`config.mk`:
```
export PLATFORM = sky130hd
export DESIGN_NAME = id_allocator_with_free_stack_flat
export DESIGN_NICKNAME = d
export VERILOG_FILES = /design/src/rtl/core/idalc_pkg.sv /design/src/rtl/core/idalc_ifs.sv /design/src/rtl/core/idalc_free_stack.sv /design/src/rtl/core/idalc_alive_map.sv /design/src/rtl/core/id_allocator_with_free_stack.sv /design/src/flat_wrapper.sv
export SDC_FILE = /design/constraint.sdc
export NUM_CORES = 2
export LEC_CHECK = 0
export BUFFER_PORTS_ARGS = -buffer_cell sky130_fd_sc_hd__buf_2
export CAP_MARGIN = 40
export CORE_ASPECT_RATIO = 2
export CORE_UTILIZATION = 55
export CTS_CLUSTER_DIAMETER = 100
export DETAILED_ROUTE_END_ITERATION = 8
export HOLD_SLACK_MARGIN = 0.08
export PLACE_DENSITY_LB_ADDON = 0.2
export SLEW_MARGIN = 25
export SYNTH_ARGS = -nofsm -noshare
export SYNTH_HDL_FRONTEND = slang
export SYNTH_HIERARCHICAL = 1
export SYNTH_SLANG_ARGS = --single-unit
```
`constraint.sdc`:
```
create_clock -name clk -period 12.7 [get_ports clk]
set_clock_uncertainty 0.1 [all_clocks]
set_input_delay 0.635 -clock clk [delete_from_list [all_inputs] [get_ports clk]]
set_output_delay 0.635 -clock clk [all_outputs]
set_load 0.02 [all_outputs]
```
`src/rtl/core/idalc_pkg.sv`:
```
// ----------------------------------------------------------------------------
// idalc_pkg: shared types and codes of the ID allocator
// Field widths, opcode and status codes, and the command structs that pass
// between the allocator control and its two memories.
// ----------------------------------------------------------------------------
package idalc_pkg;

	localparam int OPCODE_W = 2;
	localparam int TARGET_W = 8;
	localparam int STATUS_W = 2;
	localparam int RESULT_W = 8;

	typedef logic [OPCODE_W-1:0] opcode_t;
	typedef logic [STATUS_W-1:0] status_t;

	localparam opcode_t OP_ALLOC = 2'd0;
	localparam opcode_t OP_FREE  = 2'd1;
	localparam opcode_t OP_QUERY = 2'd2;

	localparam status_t ST_OK    = 2'd0;
	localparam status_t ST_FULL  = 2'd1;
	localparam status_t ST_DEAD  = 2'd2;
	localparam status_t ST_NEVER = 2'd3;

	// Free stack commands: read top entry, push, pop.
	typedef struct packed {
		logic rd;
		logic push;
		logic pop;
	} stack_cmd_t;

	// Alive map commands: read one flag, write one flag.
	typedef struct packed {
		logic rd;
		logic wr;
		logic wr_val;
	} alive_cmd_t;

endpackage

```
`src/rtl/core/idalc_ifs.sv`:
```
// ----------------------------------------------------------------------------
// idalc request and response channels
// Valid/ready channels; a transaction completes when valid and ready are high
// at a rising clock edge.
// ----------------------------------------------------------------------------
interface idalc_req_if;
	import idalc_pkg::*;

	logic                valid;
	logic                ready;
	logic [OPCODE_W-1:0] opcode;
	logic [TARGET_W-1:0] target_id;

	modport source (output valid, output opcode, output target_id, input ready);
	modport sink   (input valid, input opcode, input target_id, output ready);
endinterface

interface idalc_rsp_if;
	import idalc_pkg::*;

	logic                valid;
	logic                ready;
	logic [STATUS_W-1:0] status;
	logic [RESULT_W-1:0] result_id;

	modport source (output valid, output status, output result_id, input ready);
	modport sink   (input valid, input status, input result_id, output ready);
endinterface

```
`src/rtl/core/idalc_free_stack.sv`:
```
// ----------------------------------------------------------------------------
// idalc_free_stack: LIFO of freed IDs
// Synchronous memory with a registered read of the top entry and the stack
// depth counter.
// ----------------------------------------------------------------------------
module idalc_free_stack #(
	parameter int MaxIds = 256,
	parameter int IdW    = 8,
	parameter int CntW   = 9
) (
	input  logic                   clk,
	input  logic                   arst_n,
	input  idalc_pkg::stack_cmd_t  cmd,
	input  logic [IdW-1:0]         push_id,
	output logic [IdW-1:0]         top_id,
	output logic [CntW-1:0]        count
);
	import idalc_pkg::*;

	logic [IdW-1:0]  mem [MaxIds];
	logic [CntW-1:0] count_q;
	logic [CntW-1:0] top_idx;
	logic            push_ok;

	assign top_idx = count_q - CntW'(1);
	// Drop a push that would overflow; cannot happen with consistent state.
	assign push_ok = cmd.push && (count_q < CntW'(MaxIds));

	always_ff @(posedge clk) begin
		if (cmd.rd) begin
			top_id <= mem[top_idx[IdW-1:0]];
		end
		if (push_ok) begin
			mem[count_q[IdW-1:0]] <= push_id;
		end
	end

	always_ff @(posedge clk or negedge arst_n) begin
		if (!arst_n) begin
			count_q <= '0;
		end else if (push_ok) begin
			count_q <= count_q + CntW'(1);
		end else if (cmd.pop) begin
			count_q <= count_q - CntW'(1);
		end
	end

	assign count = count_q;

endmodule

```
`src/rtl/core/idalc_alive_map.sv`:
```
// ----------------------------------------------------------------------------
// idalc_alive_map: live flag per ID
// One-bit-wide synchronous memory, one read and one write port. No clearing:
// only the flags of IDs below the high-water mark are used, and each was written on issue.
// ----------------------------------------------------------------------------
module idalc_alive_map #(
	parameter int MaxIds = 256,
	parameter int IdW    = 8
) (
	input  logic                  clk,
	input  idalc_pkg::alive_cmd_t cmd,
	input  logic [IdW-1:0]        rd_addr,
	input  logic [IdW-1:0]        wr_addr,
	output logic                  rd_data
);
	import idalc_pkg::*;

	logic mem [MaxIds];

	always_ff @(posedge clk) begin
		if (cmd.rd) begin
			rd_data <= mem[rd_addr];
		end
		if (cmd.wr) begin
			mem[wr_addr] <= cmd.wr_val;
		end
	end

endmodule

```
`src/rtl/core/id_allocator_with_free_stack.sv`:
```
// ----------------------------------------------------------------------------
// id_allocator_with_free_stack: numeric ID allocator with a free-ID stack
// Top level: request sequencer, high-water counter and response register.
// ----------------------------------------------------------------------------
// Usage:
//   req carries one transaction per request: opcode (allocate, free, query)
//   and target_id. rsp returns exactly one transaction per request, in order:
//   status (ok/live, full, already dead, never issued) and result_id (the
//   granted ID for allocate, zero if full, otherwise target_id echoed back).
//   Allocate pops the most recently freed ID; with the stack empty it issues
//   the next fresh ID from the high-water counter, and reports full once all
//   MAX_IDS IDs are out. Free pushes a live ID and marks it dead.
// Sequence:
//   The accept edge reads the free stack top and the alive flag from their
//   synchronous memories; the commit edge, which can stall on the response
//   register, evaluates, writes both memories back and loads the response
//   register. A new request is not accepted until the previous one has been
//   evaluated; rsp.valid rises when the response register is loaded.
// Reset: counters and valid flags clear at once; no memory clearing pass, so
//   requests are accepted from the first cycle after reset.
// Stall: a waiting response holds in its register; the next request is still
//   accepted and waits in evaluation until the response register frees.
// ----------------------------------------------------------------------------
module id_allocator_with_free_stack #(
	parameter int MAX_IDS = 256
) (
	input  logic        clk,
	input  logic        arst_n,
	idalc_req_if.sink   req,
	idalc_rsp_if.source rsp
);
	import idalc_pkg::*;

	localparam int IdW  = (MAX_IDS > 1) ? $clog2(MAX_IDS) : 1;
	localparam int CntW = $clog2(MAX_IDS + 1);
	localparam int CmpW = (CntW > TARGET_W) ? CntW : TARGET_W;

	localparam logic S_IDLE = 1'b0;
	localparam logic S_EXEC = 1'b1;

	logic                state_q;
	opcode_t             op_q;
	logic [TARGET_W-1:0] tid_q;
	logic [CntW-1:0]     high_water_q;
	logic                rsp_valid_q;
	status_t             status_q;
	logic [RESULT_W-1:0] result_q;

	logic            req_acc;
	logic            out_free;
	logic            commit;
	stack_cmd_t      stk_cmd;
	alive_cmd_t      alv_cmd;
	logic [IdW-1:0]  stk_top;
	logic [CntW-1:0] free_count;
	logic            alive_rd;
	logic [CmpW-1:0] req_tid_ext;
	logic [CmpW-1:0] tid_ext;
	logic [IdW-1:0]  tid_addr;
	logic            is_alloc;
	logic            is_free;
	logic            has_free;
	logic            has_fresh;
	logic            never;
	logic [IdW-1:0]  grant_id;
	logic [IdW-1:0]  alv_wr_addr;
	logic            hw_inc;
	status_t         status_d;
	logic [RESULT_W-1:0] result_d;

	// Take a new request only when the previous one has been evaluated.
	assign req.ready = (state_q == S_IDLE);
	assign req_acc   = req.valid && req.ready;

	// Evaluate once the response register can take the result.
	assign out_free = !rsp_valid_q || rsp.ready;
	assign commit   = (state_q == S_EXEC) && out_free;

	assign req_tid_ext = CmpW'(req.target_id);
	assign tid_ext     = CmpW'(tid_q);
	assign tid_addr    = tid_ext[IdW-1:0];

	assign is_alloc  = (op_q == OP_ALLOC);
	assign is_free   = (op_q == OP_FREE);
	assign has_free  = (free_count != '0);
	assign has_fresh = (high_water_q < CntW'(MAX_IDS));
	// Never issued: at or above the high-water mark or outside the ID range.
	assign never     = (tid_ext >= CmpW'(high_water_q)) || (tid_ext >= CmpW'(MAX_IDS));
	assign grant_id  = has_free ? stk_top : high_water_q[IdW-1:0];

	// Memory commands: read at accept, write back at commit.
	always_comb begin
		stk_cmd.rd   = req_acc;
		stk_cmd.pop  = commit && is_alloc && has_free;
		stk_cmd.push = commit && is_free && !never && alive_rd;

		alv_cmd.rd     = req_acc;
		alv_cmd.wr     = commit && ((is_alloc && (has_free || has_fresh)) ||
			(is_free && !never && alive_rd));
		alv_cmd.wr_val = is_alloc;
		alv_wr_addr    = is_alloc ? grant_id : tid_addr;

		hw_inc = commit && is_alloc && !has_free && has_fresh;
	end

	// Response of the request under evaluation.
	always_comb begin
		status_d = ST_OK;
		result_d = tid_q;
		if (is_alloc) begin
			if (has_free || has_fresh) begin
				result_d = RESULT_W'(grant_id);
			end else begin
				status_d = ST_FULL;
				result_d = '0;
			end
		end else if (never) begin
			status_d = ST_NEVER;
		end else if (!alive_rd) begin
			status_d = ST_DEAD;
		end
	end

	idalc_free_stack #(
		.MaxIds (MAX_IDS),
		.IdW    (IdW),
		.CntW   (CntW)
	) u_stack (
		.clk     (clk),
		.arst_n  (arst_n),
		.cmd     (stk_cmd),
		.push_id (tid_addr),
		.top_id  (stk_top),
		.count   (free_count)
	);

	idalc_alive_map #(
		.MaxIds (MAX_IDS),
		.IdW    (IdW)
	) u_alive (
		.clk     (clk),
		.cmd     (alv_cmd),
		.rd_addr (req_tid_ext[IdW-1:0]),
		.wr_addr (alv_wr_addr),
		.rd_data (alive_rd)
	);

	// Sequencer and high-water counter.
	always_ff @(posedge clk or negedge arst_n) begin
		if (!arst_n) begin
			state_q      <= S_IDLE;
			high_water_q <= '0;
		end else begin
			unique case (state_q)
				S_IDLE: begin
					if (req_acc) begin
						state_q <= S_EXEC;
					end
				end
				S_EXEC: begin
					if (commit) begin
						state_q <= S_IDLE;
					end
				end
				default: state_q <= S_IDLE;
			endcase
			if (hw_inc) begin
				high_water_q <= high_water_q + CntW'(1);
			end
		end
	end

	// Capture the request payload.
	always_ff @(posedge clk) begin
		if (req_acc) begin
			op_q  <= req.opcode;
			tid_q <= req.target_id;
		end
	end

	// Response register: load at commit, drop once taken.
	always_ff @(posedge clk or negedge arst_n) begin
		if (!arst_n) begin
			rsp_valid_q <= 1'b0;
		end else if (commit) begin
			rsp_valid_q <= 1'b1;
		end else if (rsp.ready) begin
			rsp_valid_q <= 1'b0;
		end
	end

	always_ff @(posedge clk) begin
		if (commit) begin
			status_q <= status_d;
			result_q <= result_d;
		end
	end

	assign rsp.valid     = rsp_valid_q;
	assign rsp.status    = status_q;
	assign rsp.result_id = result_q;

	// Freed IDs on the stack never outnumber the IDs ever issued.
	a_stack_le_hw: assert property (@(posedge clk) disable iff (!arst_n)
		free_count <= high_water_q)
		else $error("free stack deeper than high-water mark");

	a_hw_range: assert property (@(posedge clk) disable iff (!arst_n)
		high_water_q <= CntW'(MAX_IDS))
		else $error("high-water mark beyond ID range");

	a_no_empty_pop: assert property (@(posedge clk) disable iff (!arst_n)
		stk_cmd.pop |-> free_count != '0)
		else $error("pop from empty free stack");

	a_commit_frees: assert property (@(posedge clk) disable iff (!arst_n)
		commit |=> rsp_valid_q && state_q == S_IDLE)
		else $error("evaluated request did not load a response");

endmodule
```
`src/flat_wrapper.sv`:
```
// flat-port wrapper written by rule: the top's interface ports become plain ports
module id_allocator_with_free_stack_flat import idalc_pkg::*;
#(
	parameter int MAX_IDS = 256
)
  (clk, arst_n, req_valid, req_opcode, req_target_id, req_ready, rsp_valid, rsp_status, rsp_result_id, rsp_ready);
  idalc_req_if req_i ();
  idalc_rsp_if rsp_i ();
  input  logic clk;
  input  logic arst_n;
  input wire logic [$bits(req_i.valid)-1:0] req_valid;
  input wire logic [$bits(req_i.opcode)-1:0] req_opcode;
  input wire logic [$bits(req_i.target_id)-1:0] req_target_id;
  output wire logic [$bits(req_i.ready)-1:0] req_ready;
  output wire logic [$bits(rsp_i.valid)-1:0] rsp_valid;
  output wire logic [$bits(rsp_i.status)-1:0] rsp_status;
  output wire logic [$bits(rsp_i.result_id)-1:0] rsp_result_id;
  input wire logic [$bits(rsp_i.ready)-1:0] rsp_ready;
  assign req_i.valid = req_valid;
  assign req_i.opcode = req_opcode;
  assign req_i.target_id = req_target_id;
  assign req_ready = req_i.ready;
  assign rsp_valid = rsp_i.valid;
  assign rsp_status = rsp_i.status;
  assign rsp_result_id = rsp_i.result_id;
  assign rsp_i.ready = rsp_ready;
  id_allocator_with_free_stack #(.MAX_IDS(MAX_IDS)) u_core (.clk(clk), .arst_n(arst_n), .req(req_i), .rsp(rsp_i));
endmodule
```
Word-level counts from Yosys, hierarchy flattened

Memories as Yosys holds them, arrays and structs flattened. A register that Yosys moved wholly into a read port is not among the register bits.
Index checks and enable logic that the tools add are counted.

Add/subtract/negate cells: 3
Order comparisons: 4
Reductions and logical operators: 25
Equal/unequal tests: 1
Bitwise gates (word level): 1
Multiplexer cells: 19

Operators with widths:

| cell                  | number |
|---|---|
| $mux W8               | 4 |
| $add A9 B1 Y9 const B | 2 |
| $lt A9 B9 Y1 const B  | 2 |
| $mux W9               | 2 |
| $logic_and A1 B1 Y1   | 14 |
| $ge A8 B9 Y1          | 1 |
| $ge A8 B9 Y1 const B  | 1 |
| $mux W1               | 9 |
| $reduce_bool A9 Y1    | 1 |
| $sub A9 B1 Y9 const B | 1 |
| $mux W2               | 3 |
| $logic_or A1 B1 Y1    | 4 |
| $reduce_bool A2 Y1    | 2 |
| $logic_not A1 Y1      | 3 |
| $eq A2 B1 Y1 const B  | 1 |
| $logic_not A2 Y1      | 1 |
| $pmux W1 S2           | 1 |
| $not A1 Y1            | 1 |

Bits in writable memories: 2304
Flip-flop bits (word level): 40
Memories kept: 2
Logic and storage cells: 63

Memory list:

| memory             | depth | width | read ports | clocked after Yosys merged registers in | write ports | line                   | RTL |
|---|---|---|---|---|---|---|---|
| u_core.u_stack.mem | 256   | 8     | 1          | 1                                       | 1           | idalc_free_stack.sv:20 | `logic [IdW-1:0] mem [MaxIds];` |
| u_core.u_alive.mem | 256   | 1     | 1          | 1                                       | 1           | idalc_alive_map.sv:18  | `logic mem [MaxIds];` |

Logic depth before layout (Yosys ltp)

Depth after elaboration: 9
Gate-level depth with buffers: 17

Hierarchy

Netlist, hierarchy kept.

By module, submodules not included:

| module                       | instances | cells an instance | seq. area each (um^2) | area an instance (um^2) |
|---|---|---|---|---|
| idalc_free_stack             | 1         | 3683              | 61964.4               | 79545.0 |
| idalc_alive_map              | 1         | 788               | 7717.4                | 11138.2 |
| id_allocator_with_free_stack | 1         | 165               | 875.8                 | 1707.9 |

Least setup slack after synthesis

OpenSTA, ideal clock, no wires.

Kind: reg-to-reg
Start: reg u_core.op_q[0]
End: mem u_core.u_alive.mem[118], enable pin
Stages on the path, launching flop included: 11
Arrival time: 6.351 ns
Period minus slack after synthesis: 6.751 ns
Library setup time: 0.300 ns
Slack: 5.949 ns
Cells stage by stage: edfxtp_1 or2_1 buf_6 clkinv_2 clkbuf_1 nor2_1 a21oi_1 nor2b_1 nand3_1 clkbuf_1 nor2_1

RTL lines:

| what                   | line                                | RTL |
|---|---|---|
| start, declared        | id_allocator_with_free_stack.sv:42  | `opcode_t op_q;` |
| start signal, assigned | id_allocator_with_free_stack.sv:176 | `op_q <= req.opcode;` |
| end, declared          | idalc_alive_map.sv:18               |  |

Worst setup path after layout

Start: reg u_core.u_stack.count_q[0], in the netlist u_core/u_stack/count[0]
End: reg u_core.u_stack.top_id[5] (read register of u_core.u_stack.mem) (data pin)

Word-level cells in the longest chain between the ends: 1

RTL lines:

| what                   | line                   | RTL |
|---|---|---|
| start, declared        | idalc_free_stack.sv:21 | `logic [CntW-1:0] count_q;` |
| start signal, assigned | idalc_free_stack.sv:42 | `count_q <= count_q + CntW'(1);` |
| start signal, assigned | idalc_free_stack.sv:44 | `count_q <= count_q - CntW'(1);` |
| $sub A9 B1 Y9          | idalc_free_stack.sv:25 | `assign top_idx = count_q - CntW'(1);` |
| end, declared          | idalc_free_stack.sv:15 | `output logic [IdW-1:0] top_id,` |

Every way passes these cells.
A chain may end at the register's enable or synchronous reset.

==> results_dict.tcl <==
set metrics [dict create \
    status "complete, no violations" \
    finalPower_mw 22.4 \
    antenna_found_initial 2 \
    grt_use_met3_pct 3.12 \
    grt_pass1_wl_um 330000 \
    rrSetupSlack_ps 6480 \
    port_buffers 25 \
    synth_seq_cells 2353 \
    grt_pass1_vias 47600 \
    syn_nets 4663 \
    h-tree-depth 4 \
    cts_sinks 2353 \
    fin_cells 7059 \
    die_h_um 582 \
    cts_setup_buffers 0 \
    ios 26 \
    viasPerCell 6.52 \
    drc 0 \
    dieWidth_um 292 \
    synth_area_leaders "edfxtp_1 (76%), mux4_2 (14%), nor2_1 (2.3%), a22oi_1 (1.6%), mux2i_1 (0.81%)" \
    layout-drive-gt1-share_pct 22.3 \
    grt_use_met1_pct 30.9 \
    rsz0062_at_grt "no" \
    dpl_cell_area_um2 95700 \
    cts_hold_buf 5 \
    vias 46000 \
    coreArea_um2 167000 \
    stdcell_area_um2 103000 \
    cp_data_arrival_time_ps 6630 \
    routabilityCongestion 0.877 \
    crit_type "reg -> reg" \
    hp-start "rsp_ready" \
    cp-start-kind "flip-flop" \
    gr-max-usage-layer "met2" \
    hold_violations 0 \
    holdPathStages 3 \
    yosys.area.top_type "edfxtp_1" \
    cpMaxStageDelayCell "a32oi_1" \
    vdd.ir_drop.worst_mv 0.351 \
    row_count 212 \
    synth_edf_count 2333 \
    required_ps 13110 \
    grt_use_total_pct 27.1 \
    period_needed_ps 6220 \
    wl_um 229000 \
    fmax_mhz 161 \
    drtAntennaViolNets 0 \
    post_cts_resized 0 \
    tns_ps 0 \
    leakagePower_nw 31.7 \
    tightest_slew_ps 1240 \
    root_buffer "clkbuf_16" \
    cp_cell_sequence "inv_1 -> ha_4 -> buf_4 -> buf_12 -> mux4_2 -> a22oi_1 -> nand2_1 -> a211o_1 -> a32oi_1 -> o221ai_1" \
    dp_worst_setup_slack_ps 6590 \
    r2r-start "u_core/u_stack/count[0]" \
    dieArea_um2 170000 \
    reg2reg_to "u_core/u_stack/top_id[5]" \
    dp.cells 6648 \
    synth_area_um2 92400 \
    max-cap-violations 0 \
    cpPeakStageDelay_ps 850 \
    relSlewSlack_pct 17.1 \
    min_path_type "in -> reg" \
    synthArstFlopShare_pct 0.850 \
    fin_util_pct 61.5 \
    grt_max_degree 181 \
    final_nets 4795 \
    setup_viol 0 \
    insertion_delay_ps 840 \
    min_to "u_core/rsp.valid" \
    synth_common_cells "edfxtp_1 (2333), nor2_1 (563), mux4_2 (554)" \
    path_clk_slew_ps 70 \
    critPathTopFamily "compound AO/OA/AOI/OAI gates" \
    syn_inst 4636 \
    areaGrowthSynthToFinish_pct 11.0 \
    worst-path-buf-inv 3 \
    crit_fanout 157 \
    cts_tree "yes" \
    maxSlewViolCount 0 \
    grt_overflow_total 0 \
    numCtsBuffers 197 \
    ys.flop_type "edfxtp_1" \
    yosysTopAreaCellShare_pct 75.8 \
    drtPass1Iterations 5 \
    post_drt_wl_per_cell_um 32.4 \
    grtUsageMet2_pct 49.2 \
    hpwl_um 146000 \
    initial_core_util_pct 55.4 \
    yosysMostFrequentCell "edfxtp_1" \
    first_iter_violations 4926 \
    ctsLongestPathBuffers 4 \
    seq_area_frac_synth_pct 76.4 \
    yosysWarnings 6 \
    ys_types 67 \
    reg2reg_depth 10 \
    hold_ws_ps 176 \
    fin_crit_sh_pct 49.0 \
    power_density_nw_per_um2 219 \
    cp-end-kind "flip-flop" \
    setup_slack_ps 6480 \
    synth_area_per_cell_um2 19.9 \
]
==> logic make-up (layout without fill, tap and decap cells) <==
kind of cell    after synthesis  in the layout  share of synthesized area [%]
compound gates              443            443                           3.46
xor+xnor                     19             19                          0.225
fa+ha+maj                    13             13                          0.176
buf+inv                     310            592                           1.51
flops                      2353           2353                           76.4
mux                         630            630                           14.3
other cells                   0              1                              0
simple gates                868            868                           3.93
==> cells in the final DEF, fill, tap and decap left out, types with 24 or more instances in the layout <==
| cell type | netlist | final |
|---|---|---|
| a21oi_1 | 82 | 78 |
| a22oi_1 | 201 | 201 |
| clkinv_2 | 1 | 30 |
| edfxtp_1 | 2333 | 2333 |
| mux2i_1 | 75 | 75 |
| mux4_2 | 554 | 554 |
| buf_2 | 100 | 24 |
| nand2_1 | 148 | 145 |
| clkbuf_16 | 0 | 201 |
| a22o_1 | 55 | 55 |
| clkbuf_1 | 166 | 30 |
| nand3_1 | 58 | 49 |
| o22ai_1 | 24 | 24 |
| clkinv_1 | 0 | 44 |
| nor2_1 | 563 | 560 |
| buf_4 | 10 | 131 |
==> routing by layer <==
metal / routed length (um) / part of all wire (%)
met1: 76500 / 33
met2: 124000 / 54
met3: 13200 / 5.8
met4: 14900 / 6.5
met5: 0 / 0
==> worst max-delay path by stage <==
stage | start | to | slack (ps) | cells past startpoint
floorplan | u_core/op_q[0] | u_core/u_alive/mem[118] | 5950 | 10
global placement | u_core/u_stack/count[0] | u_core/u_stack/top_id[5] | 6620 | 10
detailed placement | u_core/u_stack/count[0] | u_core/u_stack/top_id[5] | 6590 | 10
CTS | u_core/u_stack/count[0] | u_core/u_stack/top_id[5] | 6580 | 10
global route | u_core/u_stack/count[0] | u_core/u_stack/top_id[5] | 6360 | 10
finish | u_core/u_stack/count[0] | u_core/u_stack/top_id[5] | 6480 | 10
==> where the power goes <==
part	internal, mW	leakage (nW)	switching (mW)	total [mW]
logic	2.93	7.39	4.75	7.68
registers	8.64	21.2	0.0993	8.74
clock network	3.34	3.07	2.69	6.03
==> cell type report <==
type | count | area [um2]
clock buffer | 234 | 5180
timing repair buffer | 227 | 2380
antenna | 1 | 2.50
tap | 2140 | 2680
sequential | 2353 | 70600
inverter | 16 | 65.1
fill | 11400 | 64300
clock inverter | 115 | 1110
multi-input combinational | 1973 | 20600
==> tightest hold or removal path: cells and delay by family <==
kind                   cells  cell delay, ps
and+or+nand+nor            2             340
buffers and inverters      1              70
==> state kept, by name, summed over array words and instances, names as in the netlist <==
register and cells:
u_core/u_stack/mem 2048, u_core/u_alive/mem 256, u_core/high_water_q 9, u_core/u_stack/count 9, u_core/rsp.result_id 8, u_core/tid_addr 8, u_core/u_stack/top_id 8, u_core/op_q 2
u_core/rsp.status 2, u_core/rsp.valid 1, u_core/state_q 1, u_core/u_alive/rd_data 1
(Power assumes the default switching activity.)
